File: src/assert_macros.svh
// Assertion macros used by the top level of the acknowledgement retry table.
`ifndef ASSERT_MACROS_SVH
`define ASSERT_MACROS_SVH

`ifndef SYNTHESIS

// Checks a property on every rising clock edge outside reset.
`define ART_ASSERT(lbl, clk, rst_n, prop, msg) \
    lbl: assert property (@(posedge clk) disable iff (!rst_n) prop) else $error(msg);

// Checks that a condition never holds outside reset.
`define ART_NEVER(lbl, clk, rst_n, cond, msg) \
    lbl: assert property (@(posedge clk) disable iff (!rst_n) !(cond)) else $error(msg);

`else

`define ART_ASSERT(lbl, clk, rst_n, prop, msg)
`define ART_NEVER(lbl, clk, rst_n, cond, msg)

`endif

`endif

File: src/art_pkg.sv
// Types and constants of the acknowledgement retry table.
package art_pkg;

    localparam int CFG_IDX_W  = 8;
    localparam int CFG_DATA_W = 8;

    localparam logic [CFG_IDX_W-1:0] CFG_MAX_RETRIES = 8'd0;
    localparam logic [CFG_IDX_W-1:0] CFG_ACK_WAIT    = 8'd1;

    localparam logic [3:0] RST_MAX_RETRIES = 4'd3;
    localparam logic [7:0] RST_ACK_WAIT    = 8'd3;

    typedef enum logic [1:0] {
        OP_ADD   = 2'd0,
        OP_ACK   = 2'd1,
        OP_QUERY = 2'd2,
        OP_TICK  = 2'd3
    } op_t;

    typedef enum logic [2:0] {
        KIND_DONE   = 3'd0,
        KIND_RETX   = 3'd1,
        KIND_ACK_OK = 3'd2,
        KIND_NO_ACK = 3'd3,
        KIND_QUERY  = 3'd4,
        KIND_ADDED  = 3'd5,
        KIND_FULL   = 3'd6
    } kind_t;

    typedef enum logic [1:0] {
        ST_IDLE = 2'd0,
        ST_ADD  = 2'd1,
        ST_SCAN = 2'd2,
        ST_PROC = 2'd3
    } state_t;

    typedef struct packed {
        logic [7:0]  handle;
        logic [7:0]  frame;
        logic [7:0]  counter;
        logic [15:0] cluster;
        logic [7:0]  endpoint;
        logic [3:0]  retries;
        logic [7:0]  timer;
    } entry_t;

    localparam int ENTRY_W = $bits(entry_t);

    // Decision of the entry unit for the entry under inspection.
    typedef struct packed {
        logic   emit;
        kind_t  kind;
        logic   keep;
        logic   hit;
        entry_t upd;
    } act_t;

endpackage

File: src/art_if.sv
// Request, response and configuration channel interfaces of the retry table.
interface art_req_if import art_pkg::*; ();
    logic        valid;
    logic        ready;
    logic [1:0]  op;
    logic [7:0]  handle;
    logic [7:0]  frame_ref;
    logic [7:0]  frame_counter;
    logic [15:0] cluster;
    logic [7:0]  endpoint;

    modport source (output valid, output op, output handle, output frame_ref,
                    output frame_counter, output cluster, output endpoint,
                    input ready);
    modport sink (input valid, input op, input handle, input frame_ref,
                  input frame_counter, input cluster, input endpoint,
                  output ready);
endinterface

interface art_rsp_if import art_pkg::*; ();
    logic        valid;
    logic        ready;
    logic [2:0]  kind;
    logic [7:0]  out_handle;
    logic [7:0]  out_frame_ref;
    logic [7:0]  out_counter;
    logic [15:0] out_cluster;
    logic [7:0]  out_endpoint;
    logic        found;
    logic        last;

    modport source (output valid, output kind, output out_handle, output out_frame_ref,
                    output out_counter, output out_cluster, output out_endpoint,
                    output found, output last, input ready);
    modport sink (input valid, input kind, input out_handle, input out_frame_ref,
                  input out_counter, input out_cluster, input out_endpoint,
                  input found, input last, output ready);
endinterface

interface art_cfg_if import art_pkg::*; ();
    logic                  valid;
    logic                  ready;
    logic [CFG_IDX_W-1:0]  index;
    logic [CFG_DATA_W-1:0] data;

    modport source (output valid, output index, output data, input ready);
    modport sink (input valid, input index, input data, output ready);
endinterface

File: src/art_ram.sv
// Generic single-write, single-read RAM with registered read data.
module art_ram #(
    parameter int WIDTH = 8,
    parameter int DEPTH = 8
) (
    input  logic                                clk,
    input  logic                                we,
    input  logic [(DEPTH > 1 ? $clog2(DEPTH) : 1)-1:0] waddr,
    input  logic [WIDTH-1:0]                    wdata,
    input  logic                                re,
    input  logic [(DEPTH > 1 ? $clog2(DEPTH) : 1)-1:0] raddr,
    output logic [WIDTH-1:0]                    rdata
);

    logic [WIDTH-1:0] mem_reg [DEPTH];
    logic [WIDTH-1:0] rdata_reg;

    always_ff @(posedge clk)
    begin
        if (we)
        begin
            mem_reg[waddr] <= wdata;
        end
        if (re)
        begin
            rdata_reg <= mem_reg[raddr];
        end
    end

    assign rdata = rdata_reg;

endmodule

File: src/art_entry_unit.sv
// Shared per-entry unit: key compare, timer aging and retry countdown.
module art_entry_unit import art_pkg::*; (
    input  op_t         op,
    input  entry_t      ent,
    input  logic [7:0]  key_handle,
    input  logic [7:0]  key_counter,
    input  logic [15:0] key_cluster,
    input  logic [7:0]  key_endpoint,
    input  logic [7:0]  ack_wait,
    output act_t        act
);

    logic [3:0] retries_dec;

    assign retries_dec = ent.retries - 4'd1;

    always_comb
    begin
        act.emit = 1'b0;
        act.kind = KIND_DONE;
        act.keep = 1'b1;
        act.hit  = 1'b0;
        act.upd  = ent;
        case (op)
            OP_ACK:
            begin
                if (ent.counter == key_counter && ent.cluster == key_cluster &&
                    ent.endpoint == key_endpoint)
                begin
                    act.emit = 1'b1;
                    act.kind = KIND_ACK_OK;
                    act.keep = 1'b0;
                end
            end
            OP_QUERY:
            begin
                if (ent.handle == key_handle)
                begin
                    act.emit = 1'b1;
                    act.kind = KIND_QUERY;
                    act.hit  = 1'b1;
                end
            end
            OP_TICK:
            begin
                if (ent.timer == 8'd0)
                begin
                    act.emit        = 1'b1;
                    act.upd.retries = retries_dec;
                    act.upd.timer   = ack_wait;
                    if (retries_dec != 4'd0)
                    begin
                        act.kind = KIND_RETX;
                    end
                    else
                    begin
                        act.kind = KIND_NO_ACK;
                        act.keep = 1'b0;
                    end
                end
                else
                begin
                    act.upd.timer = ent.timer - 8'd1;
                end
            end
            default:
            begin
                act.emit = 1'b0;
            end
        endcase
    end

endmodule

File: src/ack_retry_table.sv
// Top level of the acknowledgement retry table: sequencer, entry store and response register.
// The table keeps up to TABLE_DEPTH frames in insertion order in a RAM and
// answers one request at a time; ready is low while a request is worked on.
// An add appends the new entry behind the last one unless the table is full; a query
// walks the entries up to the first handle match. An acknowledgement or a tick walks
// them all: each entry is read from the RAM in ST_SCAN (registered read), then
// judged by the single entry unit in ST_PROC and written back at the write pointer,
// so the RAM port and the shared unit set the pace. Removed entries are squeezed
// out during the same pass by a separate write pointer that trails the read
// pointer. A result that finds the response register still full holds the
// walk until it drains. The entry store needs no clearing after reset.
// Configuration writes are taken at any time and are always ready.
`include "assert_macros.svh"

module ack_retry_table import art_pkg::*; #(
    parameter int TABLE_DEPTH = 8
) (
    input  logic          clk,
    input  logic          rst_n,
    art_req_if.sink       req,
    art_rsp_if.source     rsp,
    art_cfg_if.sink       cfg
);

    localparam int AW = (TABLE_DEPTH > 1) ? $clog2(TABLE_DEPTH) : 1;
    localparam int CW = $clog2(TABLE_DEPTH + 1);
    localparam logic [CW-1:0] FULL_COUNT = CW'(TABLE_DEPTH);

    state_t        state_reg, state_next;
    op_t           op_reg, op_next;
    logic [7:0]    handle_reg, handle_next;
    logic [7:0]    frame_reg, frame_next;
    logic [7:0]    counter_reg, counter_next;
    logic [15:0]   cluster_reg, cluster_next;
    logic [7:0]    endpoint_reg, endpoint_next;
    logic [CW-1:0] rd_ptr_reg, rd_ptr_next;
    logic [CW-1:0] wr_ptr_reg, wr_ptr_next;
    logic [CW-1:0] count_reg, count_next;
    logic [3:0]    max_retries_reg;
    logic [7:0]    ack_wait_reg;

    logic          rsp_valid_reg, rsp_valid_next;
    kind_t         rsp_kind_reg, rsp_kind_next;
    logic [7:0]    rsp_handle_reg, rsp_handle_next;
    logic [7:0]    rsp_frame_reg, rsp_frame_next;
    logic [7:0]    rsp_counter_reg, rsp_counter_next;
    logic [15:0]   rsp_cluster_reg, rsp_cluster_next;
    logic [7:0]    rsp_endpoint_reg, rsp_endpoint_next;
    logic          rsp_found_reg, rsp_found_next;
    logic          rsp_last_reg, rsp_last_next;
    logic          emit;
    logic          out_free;

    logic          ram_we;
    logic          ram_re;
    logic [AW-1:0] ram_waddr;
    entry_t        ram_wdata;
    entry_t        ram_rdata;
    act_t          act;

    art_ram #(
        .WIDTH (ENTRY_W),
        .DEPTH (TABLE_DEPTH)
    ) u_store (
        .clk   (clk),
        .we    (ram_we),
        .waddr (ram_waddr),
        .wdata (ram_wdata),
        .re    (ram_re),
        .raddr (rd_ptr_reg[AW-1:0]),
        .rdata (ram_rdata)
    );

    art_entry_unit u_entry (
        .op           (op_reg),
        .ent          (ram_rdata),
        .key_handle   (handle_reg),
        .key_counter  (counter_reg),
        .key_cluster  (cluster_reg),
        .key_endpoint (endpoint_reg),
        .ack_wait     (ack_wait_reg),
        .act          (act)
    );

    assign out_free  = !rsp_valid_reg || rsp.ready;
    assign req.ready = (state_reg == ST_IDLE);
    assign cfg.ready = 1'b1;

    always_comb
    begin
        state_next        = state_reg;
        op_next           = op_reg;
        handle_next       = handle_reg;
        frame_next        = frame_reg;
        counter_next      = counter_reg;
        cluster_next      = cluster_reg;
        endpoint_next     = endpoint_reg;
        rd_ptr_next       = rd_ptr_reg;
        wr_ptr_next       = wr_ptr_reg;
        count_next        = count_reg;
        emit              = 1'b0;
        rsp_kind_next     = KIND_DONE;
        rsp_handle_next   = 8'd0;
        rsp_frame_next    = 8'd0;
        rsp_counter_next  = 8'd0;
        rsp_cluster_next  = 16'd0;
        rsp_endpoint_next = 8'd0;
        rsp_found_next    = 1'b0;
        rsp_last_next     = 1'b1;
        ram_we            = 1'b0;
        ram_re            = 1'b0;
        ram_waddr         = wr_ptr_reg[AW-1:0];
        ram_wdata         = act.upd;
        case (state_reg)
            ST_IDLE:
            begin
                if (req.valid)
                begin
                    op_next       = op_t'(req.op);
                    handle_next   = req.handle;
                    frame_next    = req.frame_ref;
                    counter_next  = req.frame_counter;
                    cluster_next  = req.cluster;
                    endpoint_next = req.endpoint;
                    rd_ptr_next   = '0;
                    wr_ptr_next   = '0;
                    state_next    = (op_t'(req.op) == OP_ADD) ? ST_ADD : ST_SCAN;
                end
            end
            ST_ADD:
            begin
                if (out_free)
                begin
                    emit              = 1'b1;
                    rsp_handle_next   = handle_reg;
                    rsp_frame_next    = frame_reg;
                    rsp_counter_next  = counter_reg;
                    rsp_cluster_next  = cluster_reg;
                    rsp_endpoint_next = endpoint_reg;
                    if (count_reg == FULL_COUNT)
                    begin
                        rsp_kind_next = KIND_FULL;
                    end
                    else
                    begin
                        rsp_kind_next      = KIND_ADDED;
                        ram_we             = 1'b1;
                        ram_waddr          = count_reg[AW-1:0];
                        ram_wdata.handle   = handle_reg;
                        ram_wdata.frame    = frame_reg;
                        ram_wdata.counter  = counter_reg;
                        ram_wdata.cluster  = cluster_reg;
                        ram_wdata.endpoint = endpoint_reg;
                        ram_wdata.retries  = max_retries_reg;
                        ram_wdata.timer    = ack_wait_reg;
                        count_next         = count_reg + 1'b1;
                    end
                    state_next = ST_IDLE;
                end
            end
            ST_SCAN:
            begin
                if (rd_ptr_reg == count_reg)
                begin
                    // End of the walk: a miss answer for a query, a done marker otherwise.
                    if (out_free)
                    begin
                        emit = 1'b1;
                        if (op_reg == OP_QUERY)
                        begin
                            rsp_kind_next   = KIND_QUERY;
                            rsp_handle_next = handle_reg;
                        end
                        else
                        begin
                            count_next = wr_ptr_reg;
                        end
                        state_next = ST_IDLE;
                    end
                end
                else
                begin
                    ram_re     = 1'b1;
                    state_next = ST_PROC;
                end
            end
            ST_PROC:
            begin
                if (!act.emit || out_free)
                begin
                    if (act.emit)
                    begin
                        emit              = 1'b1;
                        rsp_kind_next     = act.kind;
                        rsp_handle_next   = ram_rdata.handle;
                        rsp_frame_next    = ram_rdata.frame;
                        rsp_counter_next  = ram_rdata.counter;
                        rsp_cluster_next  = ram_rdata.cluster;
                        rsp_endpoint_next = ram_rdata.endpoint;
                        rsp_found_next    = act.hit;
                        rsp_last_next     = act.hit;
                    end
                    if (op_reg != OP_QUERY && act.keep)
                    begin
                        ram_we      = 1'b1;
                        wr_ptr_next = wr_ptr_reg + 1'b1;
                    end
                    rd_ptr_next = rd_ptr_reg + 1'b1;
                    state_next  = act.hit ? ST_IDLE : ST_SCAN;
                end
            end
            default:
            begin
                state_next = ST_IDLE;
            end
        endcase
        rsp_valid_next = emit || (rsp_valid_reg && !rsp.ready);
    end

    always_ff @(posedge clk or negedge rst_n)
    begin
        if (!rst_n)
        begin
            state_reg     <= ST_IDLE;
            count_reg     <= '0;
            rd_ptr_reg    <= '0;
            wr_ptr_reg    <= '0;
            rsp_valid_reg <= 1'b0;
        end
        else
        begin
            state_reg     <= state_next;
            count_reg     <= count_next;
            rd_ptr_reg    <= rd_ptr_next;
            wr_ptr_reg    <= wr_ptr_next;
            rsp_valid_reg <= rsp_valid_next;
        end
    end

    always_ff @(posedge clk)
    begin
        op_reg       <= op_next;
        handle_reg   <= handle_next;
        frame_reg    <= frame_next;
        counter_reg  <= counter_next;
        cluster_reg  <= cluster_next;
        endpoint_reg <= endpoint_next;
        if (emit)
        begin
            rsp_kind_reg     <= rsp_kind_next;
            rsp_handle_reg   <= rsp_handle_next;
            rsp_frame_reg    <= rsp_frame_next;
            rsp_counter_reg  <= rsp_counter_next;
            rsp_cluster_reg  <= rsp_cluster_next;
            rsp_endpoint_reg <= rsp_endpoint_next;
            rsp_found_reg    <= rsp_found_next;
            rsp_last_reg     <= rsp_last_next;
        end
    end

    always_ff @(posedge clk or negedge rst_n)
    begin
        if (!rst_n)
        begin
            max_retries_reg <= RST_MAX_RETRIES;
            ack_wait_reg    <= RST_ACK_WAIT;
        end
        else if (cfg.valid)
        begin
            if (cfg.index == CFG_MAX_RETRIES)
            begin
                max_retries_reg <= cfg.data[3:0];
            end
            else if (cfg.index == CFG_ACK_WAIT)
            begin
                ack_wait_reg <= cfg.data;
            end
        end
    end

    assign rsp.valid         = rsp_valid_reg;
    assign rsp.kind          = rsp_kind_reg;
    assign rsp.out_handle    = rsp_handle_reg;
    assign rsp.out_frame_ref = rsp_frame_reg;
    assign rsp.out_counter   = rsp_counter_reg;
    assign rsp.out_cluster   = rsp_cluster_reg;
    assign rsp.out_endpoint  = rsp_endpoint_reg;
    assign rsp.found         = rsp_found_reg;
    assign rsp.last          = rsp_last_reg;

    // The compacting write pointer never overtakes the read pointer.
    `ART_ASSERT(a_wr_behind_rd, clk, rst_n, (wr_ptr_reg <= rd_ptr_reg), "write pointer ahead of read")
    `ART_ASSERT(a_count_bound, clk, rst_n, (count_reg <= FULL_COUNT), "entry count beyond depth")
    `ART_ASSERT(a_busy_after_req, clk, rst_n, (req.valid && req.ready) |=> !req.ready, "ready after request")
    `ART_NEVER(a_we_state, clk, rst_n, ram_we && state_reg != ST_PROC && state_reg != ST_ADD, "stray write")
    `ART_ASSERT(a_hold_on_stall, clk, rst_n, (state_reg == ST_PROC && act.emit && !out_free) |=> (state_reg == ST_PROC), "walk moved on stall")

endmodule
File: src/flat_wrapper.sv
// flat-port wrapper written by rule: the top's interface ports become plain ports
module ack_retry_table_flat import art_pkg::*;
#(
    parameter int TABLE_DEPTH = 8
)
  (clk, rst_n, req_valid, req_op, req_handle, req_frame_ref, req_frame_counter, req_cluster, req_endpoint, req_ready, rsp_valid, rsp_kind, rsp_out_handle, rsp_out_frame_ref, rsp_out_counter, rsp_out_cluster, rsp_out_endpoint, rsp_found, rsp_last, rsp_ready, cfg_valid, cfg_index, cfg_data, cfg_ready);
  art_req_if req_i ();
  art_rsp_if rsp_i ();
  art_cfg_if cfg_i ();
  input  logic clk;
  input  logic rst_n;
  input wire logic [$bits(req_i.valid)-1:0] req_valid;
  input wire logic [$bits(req_i.op)-1:0] req_op;
  input wire logic [$bits(req_i.handle)-1:0] req_handle;
  input wire logic [$bits(req_i.frame_ref)-1:0] req_frame_ref;
  input wire logic [$bits(req_i.frame_counter)-1:0] req_frame_counter;
  input wire logic [$bits(req_i.cluster)-1:0] req_cluster;
  input wire logic [$bits(req_i.endpoint)-1:0] req_endpoint;
  output wire logic [$bits(req_i.ready)-1:0] req_ready;
  output wire logic [$bits(rsp_i.valid)-1:0] rsp_valid;
  output wire logic [$bits(rsp_i.kind)-1:0] rsp_kind;
  output wire logic [$bits(rsp_i.out_handle)-1:0] rsp_out_handle;
  output wire logic [$bits(rsp_i.out_frame_ref)-1:0] rsp_out_frame_ref;
  output wire logic [$bits(rsp_i.out_counter)-1:0] rsp_out_counter;
  output wire logic [$bits(rsp_i.out_cluster)-1:0] rsp_out_cluster;
  output wire logic [$bits(rsp_i.out_endpoint)-1:0] rsp_out_endpoint;
  output wire logic [$bits(rsp_i.found)-1:0] rsp_found;
  output wire logic [$bits(rsp_i.last)-1:0] rsp_last;
  input wire logic [$bits(rsp_i.ready)-1:0] rsp_ready;
  input wire logic [$bits(cfg_i.valid)-1:0] cfg_valid;
  input wire logic [$bits(cfg_i.index)-1:0] cfg_index;
  input wire logic [$bits(cfg_i.data)-1:0] cfg_data;
  output wire logic [$bits(cfg_i.ready)-1:0] cfg_ready;
  assign req_i.valid = req_valid;
  assign req_i.op = req_op;
  assign req_i.handle = req_handle;
  assign req_i.frame_ref = req_frame_ref;
  assign req_i.frame_counter = req_frame_counter;
  assign req_i.cluster = req_cluster;
  assign req_i.endpoint = req_endpoint;
  assign req_ready = req_i.ready;
  assign rsp_valid = rsp_i.valid;
  assign rsp_kind = rsp_i.kind;
  assign rsp_out_handle = rsp_i.out_handle;
  assign rsp_out_frame_ref = rsp_i.out_frame_ref;
  assign rsp_out_counter = rsp_i.out_counter;
  assign rsp_out_cluster = rsp_i.out_cluster;
  assign rsp_out_endpoint = rsp_i.out_endpoint;
  assign rsp_found = rsp_i.found;
  assign rsp_last = rsp_i.last;
  assign rsp_i.ready = rsp_ready;
  assign cfg_i.valid = cfg_valid;
  assign cfg_i.index = cfg_index;
  assign cfg_i.data = cfg_data;
  assign cfg_ready = cfg_i.ready;
  ack_retry_table #(.TABLE_DEPTH(TABLE_DEPTH)) u_core (.clk(clk), .rst_n(rst_n), .req(req_i), .rsp(rsp_i), .cfg(cfg_i));
endmodule
File: config.mk
export PLATFORM = sky130hd
export DESIGN_NAME = ack_retry_table_flat
export DESIGN_NICKNAME = d
export VERILOG_FILES = /design/src/art_pkg.sv /design/src/art_if.sv /design/src/art_ram.sv /design/src/art_entry_unit.sv /design/src/ack_retry_table.sv /design/src/flat_wrapper.sv
export VERILOG_INCLUDE_DIRS = /design/src /design/src/src
export SDC_FILE = /design/constraint.sdc
export NUM_CORES = 1
export LEC_CHECK = 0
export ABC_AREA = 1
export BUFFER_PORTS_ARGS = -buffer_cell sky130_fd_sc_hd__buf_2
export CAP_MARGIN = 40
export CORE_MARGIN = 1.5
export CORE_UTILIZATION = 40
export CTS_CLUSTER_DIAMETER = 100
export DETAILED_ROUTE_END_ITERATION = 6
export GPL_TIMING_DRIVEN = 0
export HOLD_SLACK_MARGIN = 0.02
export PLACE_DENSITY = 0.54
export SYNTH_ARGS = -nofsm -noshare
export SYNTH_HDL_FRONTEND = slang
export SYNTH_HIERARCHICAL = 1
export SYNTH_SLANG_ARGS = --single-unit
File: constraint.sdc
create_clock -name clk -period 5.95 [get_ports clk]
set_input_delay 1.19 -clock clk [delete_from_list [all_inputs] [get_ports clk]]
set_output_delay 1.19 -clock clk [all_outputs]
set_load 0.01 [all_outputs]
# == After elaboration in Yosys (flattened, before gate mapping) ==
# Memory sizes are Yosys's and may differ from the RTL's. A register that Yosys moved wholly into a read port is not among the register bits.
# Cells that the tools add are included.
# totals
elab_cells,158
out_inout_bits,56
mem_bits_rw,480
mem_count,1
ff_bits,130
# memory_table
memory,words,word_bits,rd,rd_ports_with_merged_regs,write_ports,line,text
u_core.u_store.mem_reg,8,60,1,1,1,art_ram.sv:15,logic [WIDTH-1:0] mem_reg [DEPTH];
# classes
reduce_logical,25
muxes,83
n_eq_ne,22
bitwise,1
addsub,5
# ops
cell,count
2-to-1 mux 60 bit,3
2-to-1 mux 8 bit,16
2-to-1 mux 16 bit,3
case mux 8 bit (2 select lines),3
2-to-1 mux 4 bit,11
case mux 16 bit (2 select lines),1
2-to-1 mux 3 bit,9
equality test 8 bit,3
case mux 4 bit (2 select lines),3
case mux 8 bit (3 select lines),1
case mux 3 bit (3 select lines),2
equality test 16 bit,1
zero test 8 bit,2
2-to-1 mux 2 bit,8
2-to-1 mux 1 bit,15
"adder 4 x 1 -> 4 bit, second input constant",3
2-to-1 mux 12 bit,1
2-to-1 mux 5 bit,2
"inequality test 2 x 1 -> 1 bit, second input constant",5
AND reduction 3 bit,3
"equality test 2 bit, second input constant",4
"equality test 8 x 1 -> 1 bit, second input constant",1
"inequality test 2 bit, second input constant",4
case mux 2 bit (4 select lines),1
other kinds (17),31

# == Depth between registers and ports, before layout ==
# Gate-level depths: netlist of the first run.
# depth
word_depth,11
ltp_mapped,18
mapped_depth_nobuf,18

# == Modules after synthesis ==
# The synthesis of the first run kept the hierarchy.
# by_module_without_submodules
module,area_per_inst_um2,seq_area_each_um2,cells_per_inst,n_inst
art_ram,22813.1,16215.6,2152,1
ack_retry_table,6088.3,3773.6,660,1
art_entry_unit,1784.2,0.0,362,1

# == Worst setup path after synthesis of the first run ==
# Ideal clock, no wire load.
# synth_path
kind,in2reg
from,input rsp_ready
to,memory u_core/u_store/mem_reg[7][0] (netlist bit) (enable)
t_arrival_ns,4.621
cell_stages,10
slack_ns,0.850
path_cell_list,nor2_4 -> inv_1 -> nand2_2 -> nor2_8 -> inv_2 -> buf_6 -> nand2_1 -> o21ai_0 -> nand2_1 -> nor2_1
# synth_via
word_cells_on_any_way,9
# synth_rtl
item,line,text
"start, declared",flat_wrapper.sv:29,input wire logic [$bits(rsp_i.ready)-1:0] rsp_ready;
logical OR 1 bit,ack_retry_table.sv:85,assign out_free = !rsp_valid_reg || rsp.ready;
2-to-1 mux 3 bit,ack_retry_table.sv:132,if (out_free)
2-to-1 mux 3 bit,ack_retry_table.sv:114,case (state_reg)
net u_core.ram_waddr[2],ack_retry_table.sv:56,logic [AW-1:0] ram_waddr;
"end, declared",art_ram.sv:15,
# The timed path passes the listed nets, and every way through them passes these cells.

==> results of run 1 <==
routing by layer:
layer,share of wire,track usage,vias to the layer above
li1,-,-,10500
met1,0.46,0.322,10100
met2,0.44,0.344,798
met3,0.073,0.0316,153
met4,0.027,0.0733,0
met5,0,0,-
cells by family after synthesis:
family / after synthesis / share of synthesized area
other: 1 / 0.000122
XOR/XNOR: 13 / 0.00371
adder cells (fa/ha/maj): 7 / 0.00285
AND/OR/NAND/NOR: 1551 / 0.206
flip-flops: 670 / 0.651
AO/OA/AOI/OAI: 132 / 0.0221
buffers and inverters: 800 / 0.114
synthesized netlist by cell type (3+ instances only):
master and number:
dfrtp_1 23, nand4_1 10, nor2_1 81, buf_6 25, buf_1 6, xor2_1 3, dfstp_2 4, o22ai_1 5
nor3_1 10, buf_2 64, inv_2 8, nand2_1 1142, buf_4 55, a21oi_1 10, ha_1 7, xnor2_1 10
o21ai_0 96, clkbuf_1 19, edfxtp_1 643, nand3_1 287, o21ai_1 16, nand2_2 5, inv_1 620
worst max path at each step:
| stage | slack [ns] | to |
|---|---|---|
| after global routing | 1.94 | u_core/u_store/mem_reg[3][31]$_DFFE_PP_ |
| after detailed placement | 1.64 | u_core/u_store/mem_reg[2][31]$_DFFE_PP_ |
| after CTS | 2.22 | u_core/u_store/mem_reg[3][31]$_DFFE_PP_ |
| after floorplan | 0.85 | u_core/u_store/mem_reg[7][0]$_DFFE_PP_ |
| after global placement | -3.46 | u_core/u_store/mem_reg[2][4]$_DFFE_PP_ |
| final | 2.15 | u_core/u_store/mem_reg[3][31]$_DFFE_PP_ |
through the flow:
step | hold WS, ns | worst slack, ns
after CTS | 0.495 | 2.22
after floorplan | 0.453 | 0.850
after global placement | 0.477 | -3.46
after detailed placement | 0.483 | 1.64
final | 0.494 | 2.15
after global routing | 0.509 | 1.94
worst max-delay path, stage by stage (launching register included):
cell and delay (ns):
edfxtp_1 0.43, nand2_1 0.09, inv_1 0.04, nor2_1 0.41, nor2_1 0.07, and2_1 0.15, nand2_1 0.05, nor2_1 0.05
nand3_1 0.19, nand2_1 0.10, nand2_1 0.10, nand2_1 0.08, inv_2 0.11, nand2_1 0.10, nand2_1 0.11, nand2_1 0.24
nor2_4 0.66, buf_12 0.29, buf_16 0.19
power breakdown:
| part | internal (mW) | leakage [nW] | switching, mW |
|---|---|---|---|
| registers | 7.06 | 6.23 | 0.461 |
| logic | 1.88 | 8.87 | 4.59 |
| clock network | 2.54 | 1.12 | 1.84 |
final cells by class:
| type | count | area, µm² | share of cell area |
|---|---|---|---|
| clock inverters | 45 | 337 | 0.00943 |
| flip-flops and latches | 670 | 20000 | 0.560 |
| well taps | 1030 | 1290 | 0.0361 |
| clock buffers | 91 | 1980 | 0.0555 |
| plain buffers | 169 | 1110 | 0.0311 |
| multi-input cells | 1704 | 7280 | 0.204 |
| inverters | 631 | 2380 | 0.0667 |
| repair buffers | 160 | 1310 | 0.0368 |
==> results.md, run 1 <==
* H-tree depth at 3
* Top-area cell type share of the netlist area at 0.629
* Synth Flop Type: edfxtp_1
* VDD IR-drop max at 251 µV
* Number of synthesized flops with an enable pin at 643
* Setup Fix Bufs, Post-CTS at 0
* Clock Path Buffers at 3
* RSZ-0062 raised after global routing: false
* CTS tree: done
* Vias at 21500
* Leading area contributor after synthesis: edfxtp_1
* Cells after DPL at 4363
* Final Instance Count excl. Fillers at 4500
* Layout cells sized above 1 at 0.127
* Port bufs at 125
* Iter 0 DRT Violations at 1926
* Critical path class: reg -> reg
* Die X at 280 µm
* DR DRC count at 0
* GRT overflow at 0
* Top cells by area, synth: edfxtp_1 (63%), nand2_1 (14%), inv_1 (7.6%), nand3_1 (4.7%), dfrtp_1 (1.9%)
* Synth Warn # at 6
* HPWL Detailed at 56.5 mm
* FF+latch count, synth at 670
* Fin area at 35700 µm²
* Worst Hold Depth at 2
* CP Max Fanout at 17
* Initial core utilization at 0.404
* Worst Reg-to-Reg Cells at 18
* Worst setup EP type: flop
* TritonCTS Buffers at 75
* Synth Net Count at 3252
* Most common cell after layout, fill and taps aside: nand2_1
* CTS resizes at 0
* Worst slew margin at 0.361
* Final setup fails at 0
* Clock Skew at 0.0249 ns
* Number of max-cap violations at 0
* # rows at 101
* Vias in the first global route at 19800
* Chip Height at 280 µm
* Outcome: finished, final reports clean
* TritonRoute pass-1 iters at 5
* Initial antenna violation count at 0
* Distinct cells, synth at 44
* First-pass GRT wire length at 127 mm
* All-Layer GR Usage at 0.222
* Final Util at 0.470
* Clock Pin Slew Worst Setup and Hold Paths at 0.06 ns
* Slew Limit Fails at 0
* Area Growth Syn to Fin at 16.3%
* Nets at 3489
* F_max at 263 MHz
* Largest register FFs at 480
* Synth Cell Area at 30700 µm²
* DP Area at 33400 µm²
* Hold Buf Count CTS at 0
* Final Critical Period at 3.80 ns
* Pleak at 16.2 nW
* Inserted Diodes at 0
* Req. time, crit path at 6.25 ns
* FFs w/ async S/R, synth at 0.0403
* Final hold vios at 0
* IO Pins at 127
* Fillers at 7043
* Syn_area_per_cell at 9.67 µm²
* Worst hold path class: reg -> reg
* RR Endpoint: u_core/u_store/mem_reg[3][31]$_DFFE_PP_
* CTS root buf: clkbuf_16
* Worst Setup SP: u_core/u_store/rdata[42]$_DFFE_PP_
* Largest net degree at the start of global routing at 33
* DRT antenna net count at 0
* Power per cell area at 515 nW/µm²
* Routed wire length at 87.0 mm
* Sink Count at 670
* Placer Congestion at 0.886
* Total Power at 18.4 mW
* HP Start: u_core/max_retries_reg[0]$_DFFE_PN1P_
* Most frequent cells in the layout: nand2_1 (1141), edfxtp_1 (643), inv_1 (618)
* Worst Hold End: u_core/max_retries_reg[0]$_DFFE_PN1P_
* Post-synthesis sequential area ratio at 0.651
* Avg Vias per Cell at 4.77
* Setup_tns at 0 ns
* R2r startpoint: u_core/u_store/rdata[42]$_DFFE_PP_
* Post-Syn Instances at 3174
* Worst R2R Setup Slack at 2.15 ns
* Worst-Margin Slew at 0.948 ns
* Die ar. at 78400 µm²
* Final period util at 0.638
* Core area at 75900 µm²
* Routed length per instance at 19.3 µm
* Clock Latency Late Sink at 0.62 ns
* Crit path DAT at 4.10 ns
* Crit path launch type: flop
Note: power is estimated with default switching activity, not from simulation.
==> inputs of run 2 (changes only) <==
--- a/config.mk
+++ b/config.mk
@@ -15,7 +15,7 @@
 export DETAILED_ROUTE_END_ITERATION = 6
 export GPL_TIMING_DRIVEN = 0
 export HOLD_SLACK_MARGIN = 0.02
-export PLACE_DENSITY = 0.54
+export PLACE_DENSITY = 0.56
 export SYNTH_ARGS = -nofsm -noshare
 export SYNTH_HDL_FRONTEND = slang
 export SYNTH_HIERARCHICAL = 1
==> constraint.sdc (replaced) <==
create_clock -name clk -period 3.1 [get_ports clk]
set_input_delay 0.62 -clock clk [delete_from_list [all_inputs] [get_ports clk]]
set_output_delay 0.62 -clock clk [all_outputs]
set_load 0.01 [all_outputs]
==> results.md, run 2 (synthesis results as in run 1) <==
* Routed wire length at 87.7 mm (was 87.0 mm)
* Worst setup EP type: flop (unchanged)
* HPWL Detailed at 56.0 mm (was 56.5 mm)
* H-tree depth at 3 (unchanged)
* TritonRoute pass-1 iters at 5 (unchanged)
* CTS tree: done (unchanged)
* Crit path DAT at 3.32 ns (was 4.10 ns)
* Final setup fails at 0 (unchanged)
* Sink Count at 670 (unchanged)
* Iter 0 DRT Violations at 2158 (was 1926)
* Crit path launch type: flop (unchanged)
* Hold Buf Count CTS at 0 (unchanged)
* Final period util at 0.982 (was 0.638)
* Fillers at 6981 (was 7043)
* Clock Skew at 0.0236 ns (was 0.0249 ns)
* All-Layer GR Usage at 0.224 (was 0.222)
* Worst-Margin Slew at 0.904 ns (was 0.948 ns)
* Chip Height at 280 µm (unchanged)
* Vias in the first global route at 20400 (was 19800)
* TritonCTS Buffers at 74 (was 75)
* Nets at 3512 (was 3489)
* DRT antenna net count at 0 (unchanged)
* Setup_tns at 0 ns (unchanged)
* Area of the multi-input gates at 7310 µm² (was 7280 µm²)
* Final Util at 0.473 (was 0.470)
* CTS root buf: clkbuf_16 (unchanged)
* Req. time, crit path at 3.37 ns (was 6.25 ns)
* # rows at 101 (unchanged)
* Final hold vios at 0 (unchanged)
* Vias at 21700 (was 21500)
* Layout cells sized above 1 at 0.135 (was 0.127)
* Initial core utilization at 0.404 (unchanged)
* Largest net degree at the start of global routing at 46 (was 33)
* RSZ-0062 raised after global routing: false (unchanged)
* Initial antenna violation count at 1 (was 0)
* First-pass GRT wire length at 128 mm (was 127 mm)
* DR DRC count at 0 (unchanged)
* Routed length per instance at 19.4 µm (was 19.3 µm)
* Final Instance Count excl. Fillers at 4520 (was 4500)
* Pleak at 16.4 nW (was 16.2 nW)
* Most common cell after layout, fill and taps aside: nand2_1 (unchanged)
* Avg Vias per Cell at 4.81 (was 4.77)
* Die X at 280 µm (unchanged)
* CP Max Fanout at 45 (was 17)
* Clock Path Buffers at 3 (unchanged)
* Clock Latency Late Sink at 0.62 ns (about the same)
* Slew Limit Fails at 0 (unchanged)
* IO Pins at 127 (unchanged)
* Power per cell area at 989 nW/µm² (was 515 nW/µm²)
* VDD IR-drop max at 549 µV (was 251 µV)
* Outcome: finished, final reports clean (unchanged)
* Die ar. at 78400 µm² (unchanged)
* Final Critical Period at 3.04 ns (was 3.80 ns)
* Worst slew margin at 0.391 (was 0.361)
* Worst hold path class: in -> async (was reg -> reg)
* Register area at 20000 µm² (about the same)
* Cells after DPL at 4362 (was 4363)
* Clock Pin Slew Worst Setup and Hold Paths at 0.06 ns (about the same)
* Most frequent cells in the layout: nand2_1 (1139), edfxtp_1 (643), inv_1 (618) (was nand2_1 (1141), edfxtp_1 (643), inv_1 (618))
* Port bufs at 125 (unchanged)
* Core area at 75900 µm² (unchanged)
* F_max at 329 MHz (was 263 MHz)
* Largest register FFs at 480 (unchanged)
* Number of max-cap violations at 0 (unchanged)
* Worst R2R Setup Slack at 0.06 ns (was 2.15 ns)
* Inserted Diodes at 0 (unchanged)
* Critical path class: reg -> reg (unchanged)
* Area Growth Syn to Fin at 17.1% (was 16.3%)
* Placer Congestion at 0.883 (was 0.886)
* Total Power at 35.6 mW (was 18.4 mW)
* GRT overflow at 0 (unchanged)
-- run 2: cell count changes in the layout (fill, tap and decap cells not counted), moves of 2 or more --
cell	previous run	this run
buf_4	55	75
buf_16	11	14
xnor2_1	10	7
xnor2_2	0	3
buf_2	193	195
buf_6	29	27
bufinv_16	4	6
clkbuf_1	33	31
clkinv_8	2	0
dfrtp_1	23	21
dfrtp_2	0	2
inv_6	4	2
nand2_1	1141	1139
nand2_2	5	7
-- run 2: power by group --
group	internal, mW	switching, mW
Sequential	13.5	0.911
Clock	5.00	3.53
Combinational	3.72	8.84
-- run 2: area by class of cell --
cell class | instances | share of cell area
flip-flops and latches | 670 | 0.556
multi-input cells | 1704 | 0.203
inverters | 631 | 0.0662
clock buffers | 89 | 0.0549
repair buffers | 184 | 0.0431
well taps | 1030 | 0.0358
plain buffers | 169 | 0.0308
clock inverters | 43 | 0.00954
-- run 2: per-stage QoR --
step | worst slack [ns] | cell area, µm² | hold slack, ns
3_5_place_dp | -0.575 | 33400 | 0.480
5_1_grt | 0.00111 | 35900 | 0.103
4_1_cts | -0.0515 | 35900 | 0.0511
6_report | 0.0560 | 35900 | 0.0622
2_1_floorplan | -0.544 | 30700 | 0.324
3_3_place_gp | -3.36 | 32600 | 0.474
-- run 2: metal layers --
layer / part of all wire / up-vias / global-route usage
li1: - / 10500 / -
met3: 0.080 / 148 / 0.0338
met1: 0.44 / 10200 / 0.316
met2: 0.45 / 872 / 0.354
met5: 0 / - / 0
met4: 0.027 / 0 / 0.0768
-- run 2: what timing repair did --
action | in CTS | in global routing
setup endpoints to repair | 525 | 588
resized for setup | 1 | 10
pin swaps | 9 | 1
setup buffers | 20 | 3
-- run 2: path summary, 6_finish.rpt --
path,startpoint,end,cells past startpoint
max in group asynchronous,rst_n,u_core/count_reg[1]$_DFFE_PN0P_,1
hold / removal,rst_n,u_core/ack_wait_reg[7]$_DFFE_PN0P_,1
hold reg to reg,u_core/max_retries_reg[2]$_DFFE_PN0P_,u_core/max_retries_reg[2]$_DFFE_PN0P_,2
min in group clk,req_cluster[5],u_core/cluster_reg[5]$_DFFE_PP_,1
setup / recovery,u_core/endpoint_reg[0]$_DFFE_PP_,u_core/rsp.out_counter[6]$_DFFE_PP_,10
setup reg to reg,u_core/endpoint_reg[0]$_DFFE_PP_,u_core/rsp.out_counter[6]$_DFFE_PP_,10
-- run 2: critical path: stages, from the launching register on --
cell and delay [ns]:
edfxtp_1 0.44, xnor2_1 0.51, nand3_1 0.15, nor2_1 0.14, nand3_1 0.21, nand2_1 0.14, inv_1 0.08, nor3_4 0.28
nor2_1 0.20, nand2_4 0.21, buf_16 0.30
==> inputs of run 3 (changes only) <==
--- a/config.mk
+++ b/config.mk
@@ -6,14 +6,12 @@
 export SDC_FILE = /design/constraint.sdc
 export NUM_CORES = 1
 export LEC_CHECK = 0
-export ABC_AREA = 1
 export BUFFER_PORTS_ARGS = -buffer_cell sky130_fd_sc_hd__buf_2
 export CAP_MARGIN = 40
 export CORE_MARGIN = 1.5
 export CORE_UTILIZATION = 40
 export CTS_CLUSTER_DIAMETER = 100
 export DETAILED_ROUTE_END_ITERATION = 6
-export GPL_TIMING_DRIVEN = 0
 export HOLD_SLACK_MARGIN = 0.02
 export PLACE_DENSITY = 0.56
 export SYNTH_ARGS = -nofsm -noshare
==> results.md, run 3 <==
* Final hold vios at 0 (unchanged)
* VDD IR-drop max at 635 µV (was 549 µV)
* Post-synthesis sequential area ratio at 0.737 (was 0.651)
* Post-Syn Instances at 1453 (was 3174)
* CTS root buf: clkbuf_16 (unchanged)
* Final Critical Period at 3.14 ns (was 3.04 ns)
* Layout cells sized above 1 at 0.337 (was 0.135)
* Most frequent cell after synthesis: edfxtp_1 (was nand2_1)
* Routed wire length at 62.9 mm (was 87.7 mm)
* Final Instance Count excl. Fillers at 2609 (was 4520)
* # rows at 95 (was 101)
* Adder-Cell Fraction of Synth Area at 0.00323 (was 0.00285)
* HPWL Detailed at 37.6 mm (was 56.0 mm)
* Largest net degree at the start of global routing at 123 (was 46)
* First-pass GRT wire length at 92.5 mm (was 128 mm)
* Fillers at 5528 (was 6981)
* Worst slew margin at 0.429 (was 0.391)
* FFs w/ async S/R, synth at 0.0403 (unchanged)
* Iter 0 DRT Violations at 1163 (was 2158)
* IO Pins at 127 (unchanged)
* TritonCTS Buffers at 72 (was 74)
* Die X at 263 µm (was 280 µm)
* Initial antenna violation count at 0 (was 1)
* Port bufs at 125 (unchanged)
* Critical path class: reg -> reg (unchanged)
* Most frequent cells in the layout: edfxtp_1 (643), nand2_1 (204), buf_2 (125) (was nand2_1 (1139), edfxtp_1 (643), inv_1 (618))
* Setup slack after layout at -0.0435 ns (was 0.0560 ns)
* Crit path DAT at 3.51 ns (was 3.32 ns)
* Number of max-cap violations at 0 (unchanged)
* Top cells by area, synth: edfxtp_1 (71%), mux4_2 (8.3%), mux2_2 (3.1%), nand2_1 (2.9%), dfrtp_1 (2.1%) (was edfxtp_1 (63%), nand2_1 (14%), inv_1 (7.6%), nand3_1 (4.7%), dfrtp_1 (1.9%))
* Synth Net Count at 1531 (was 3252)
* Simple-gate share of the synthesized area at 0.0524 (was 0.206)
* Inserted Diodes at 0 (unchanged)
* Worst hold path class: in -> async (unchanged)
* Distinct cells, synth at 61 (was 44)
* Largest family of logic cells by synthesized area: multiplexers (was simple AND/OR/NAND/NOR gates)
* Most common cell after layout, fill and taps aside: edfxtp_1 (was nand2_1)
* H-tree depth at 3 (unchanged)
* Vias at 13800 (was 21700)
* Number of synthesized flops with an enable pin at 643 (unchanged)
* Worst setup EP type: flop (unchanged)
* GRT overflow at 0 (unchanged)
* Clock Skew at 0.0231 ns (was 0.0236 ns)
* DRT antenna net count at 0 (unchanged)
* DR DRC count at 0 (unchanged)
* Failing checks: negative setup slack
* Leading area contributor after synthesis: edfxtp_1 (unchanged)
* Outcome: complete, but fails checks (was finished, final reports clean)
* Clock Latency Late Sink at 0.62 ns (about the same)
* Clock Pin Slew Worst Setup and Hold Paths at 0.06 ns (about the same)
* Compound-Gate Fraction of Synth Area at 0.0264 (was 0.0221)
* Crit path launch type: flop (unchanged)
* Mux contribution to synthesized area at 0.135 (was 0)
* CP Max Fanout at 8 (was 45)
* Worst-Margin Slew at 0.857 ns (was 0.904 ns)
* Vias in the first global route at 14300 (was 20400)
* Req. time, crit path at 3.46 ns (was 3.37 ns)
* Routed length per instance at 24.1 µm (was 19.4 µm)
* Die ar. at 69400 µm² (was 78400 µm²)
* Core area at 67200 µm² (was 75900 µm²)
* Final Util at 0.481 (was 0.473)
* Synth Area in XOR/XNOR at 0.0161 (was 0.00371)
* Synth Flop Type: edfxtp_1 (unchanged)
* Final period util at 1.01 (was 0.982)
* Clock Path Buffers at 3 (unchanged)
* Placer Congestion at 0.808 (was 0.883)
* Syn_area_per_cell at 18.7 µm² (was 9.67 µm²)
* All-Layer GR Usage at 0.180 (was 0.224)
* F_max at 318 MHz (was 329 MHz)
* Largest register FFs at 480 (unchanged)
* Commonest cells in the netlist: edfxtp_1 (643), nand2_1 (206), mux4_2 (100) (was nand2_1 (1142), edfxtp_1 (643), inv_1 (620))
* Cells after DPL at 2449 (was 4362)
* Final setup fails at 149 (was 0)
* Synth Warn # at 6 (unchanged)
* TritonRoute pass-1 iters at 5 (unchanged)
* FF+latch count, synth at 670 (unchanged)
* CTS tree: done (unchanged)
* Initial core utilization at 0.404 (about the same)
* Area Growth Syn to Fin at 19.2% (was 17.1%)
* Synth Cell Area at 27100 µm² (was 30700 µm²)
* RSZ-0062 raised after global routing: true (was false)
* Chip Height at 263 µm (was 280 µm)
* Sink Count at 670 (unchanged)
* Top-area cell type share of the netlist area at 0.712 (was 0.629)
* Power per cell area at 1030 nW/µm² (was 989 nW/µm²)
* Nets at 1760 (was 3512)
* Slew Limit Fails at 0 (unchanged)
* Avg Vias per Cell at 5.29 (was 4.81)
* Pleak at 11.2 nW (was 16.4 nW)
## run 3: critical path, stage by stage (launching register included)
cell	delay [ns]
edfxtp_1	0.41
xor2_1	0.19
nor4_2	0.47
nand4_1	0.31
nor3_4	0.32
or3_4	0.19
and3b_2	0.21
nor2_4	0.04
nand3_2	0.11
nand2_4	0.09
nand2_8	0.10
buf_6	0.11
nor2_4	0.05
buf_12	0.16
buf_16	0.15
## run 3: cell families after synthesis
group / Yosys count
multiplexers: 198
AND/OR/NAND/NOR: 313
adder cells (fa/ha/maj): 7
buffers and inverters: 123
AO/OA/AOI/OAI: 91
XOR/XNOR: 50
other: 1
flip-flops: 670
## run 3: final timing paths
kind | from | cells after the start | slack (ns) | endpoint
min in group clk | req_frame_ref[6] | 1 | 0.18 | u_core/frame_reg[6]$_DFFE_PP_
max | u_core/counter_reg[1]$_DFFE_PP_ | 14 | -0.04 | u_core/u_store/mem_reg[6][1]$_DFFE_PP_
max reg2reg | u_core/counter_reg[1]$_DFFE_PP_ | 14 | -0.04 | u_core/u_store/mem_reg[6][1]$_DFFE_PP_
max in group asynchronous | rst_n | 1 | 2.58 | u_core/rd_ptr_reg[2]$_DFFE_PN0P_
min reg2reg | u_core/wr_ptr_reg[3]$_DFFE_PN0P_ | 1 | 0.49 | u_core/wr_ptr_reg[3]$_DFFE_PN0P_
min | rst_n | 1 | 0.03 | u_core/state_reg[0]$_DFFE_PN0P_
## run 3: layout make-up
class                           instances  area [µm²]  area share
Inverter                               10        37.5     0.00116
Clock buffer                           91        1930      0.0595
Timing Repair Buffer                  268        2430      0.0750
Tap cell                              873        1090      0.0338
Sequential cell                       670       20000       0.618
Clock inverter                         37         318     0.00983
Multi-Input combinational cell        660        6540       0.202
## run 3: stage by stage
stage	total power, mW	worst slack, ns	instance area, µm²	hold WS [ns]	TNS, ns
after floorplan	21.5	-0.816	27200	0.324	-192.59
after global placement	24.7	-0.285	29400	0.475	-118.62
after detailed placement	25.0	-0.325	29400	0.485	-96.39
after CTS	33.4	-0.110	32000	0.0389	-25.38
after global routing	35.0	-0.146	32300	0.0757	-21.25
final	33.3	-0.0435	32300	0.0335	-2.55
## run 3: report_power, final
part	switching, mW	total, mW	internal [mW]
Combinational	6.09	10.4	4.35
Clock	3.47	8.22	4.75
Sequential	0.879	14.7	13.8
Total	10.4	33.3	22.9
## run 3: layer usage
layer / GRT usage / part of all wire / up-vias / routed length (µm)
met5: 0 / 0 / - / 0
met4: 0.0526 / 0.019 / 0 / 1170
met3: 0.0285 / 0.045 / 62 / 2850
met2: 0.303 / 0.50 / 332 / 31400
met1: 0.241 / 0.44 / 7234 / 27500
li1: - / - / 6172 / -
## run 3: repair_timing
| action | 4_1_cts | 5_1_grt |
|---|---|---|
| pin swaps | 8 | 7 |
| endpoints found under the setup margin | 572 | 521 |
| hold buffers | 0 | 0 |
| resized for setup | 20 | 16 |
| gates cloned | 3 | 11 |
| setup buffers | 14 | 10 |
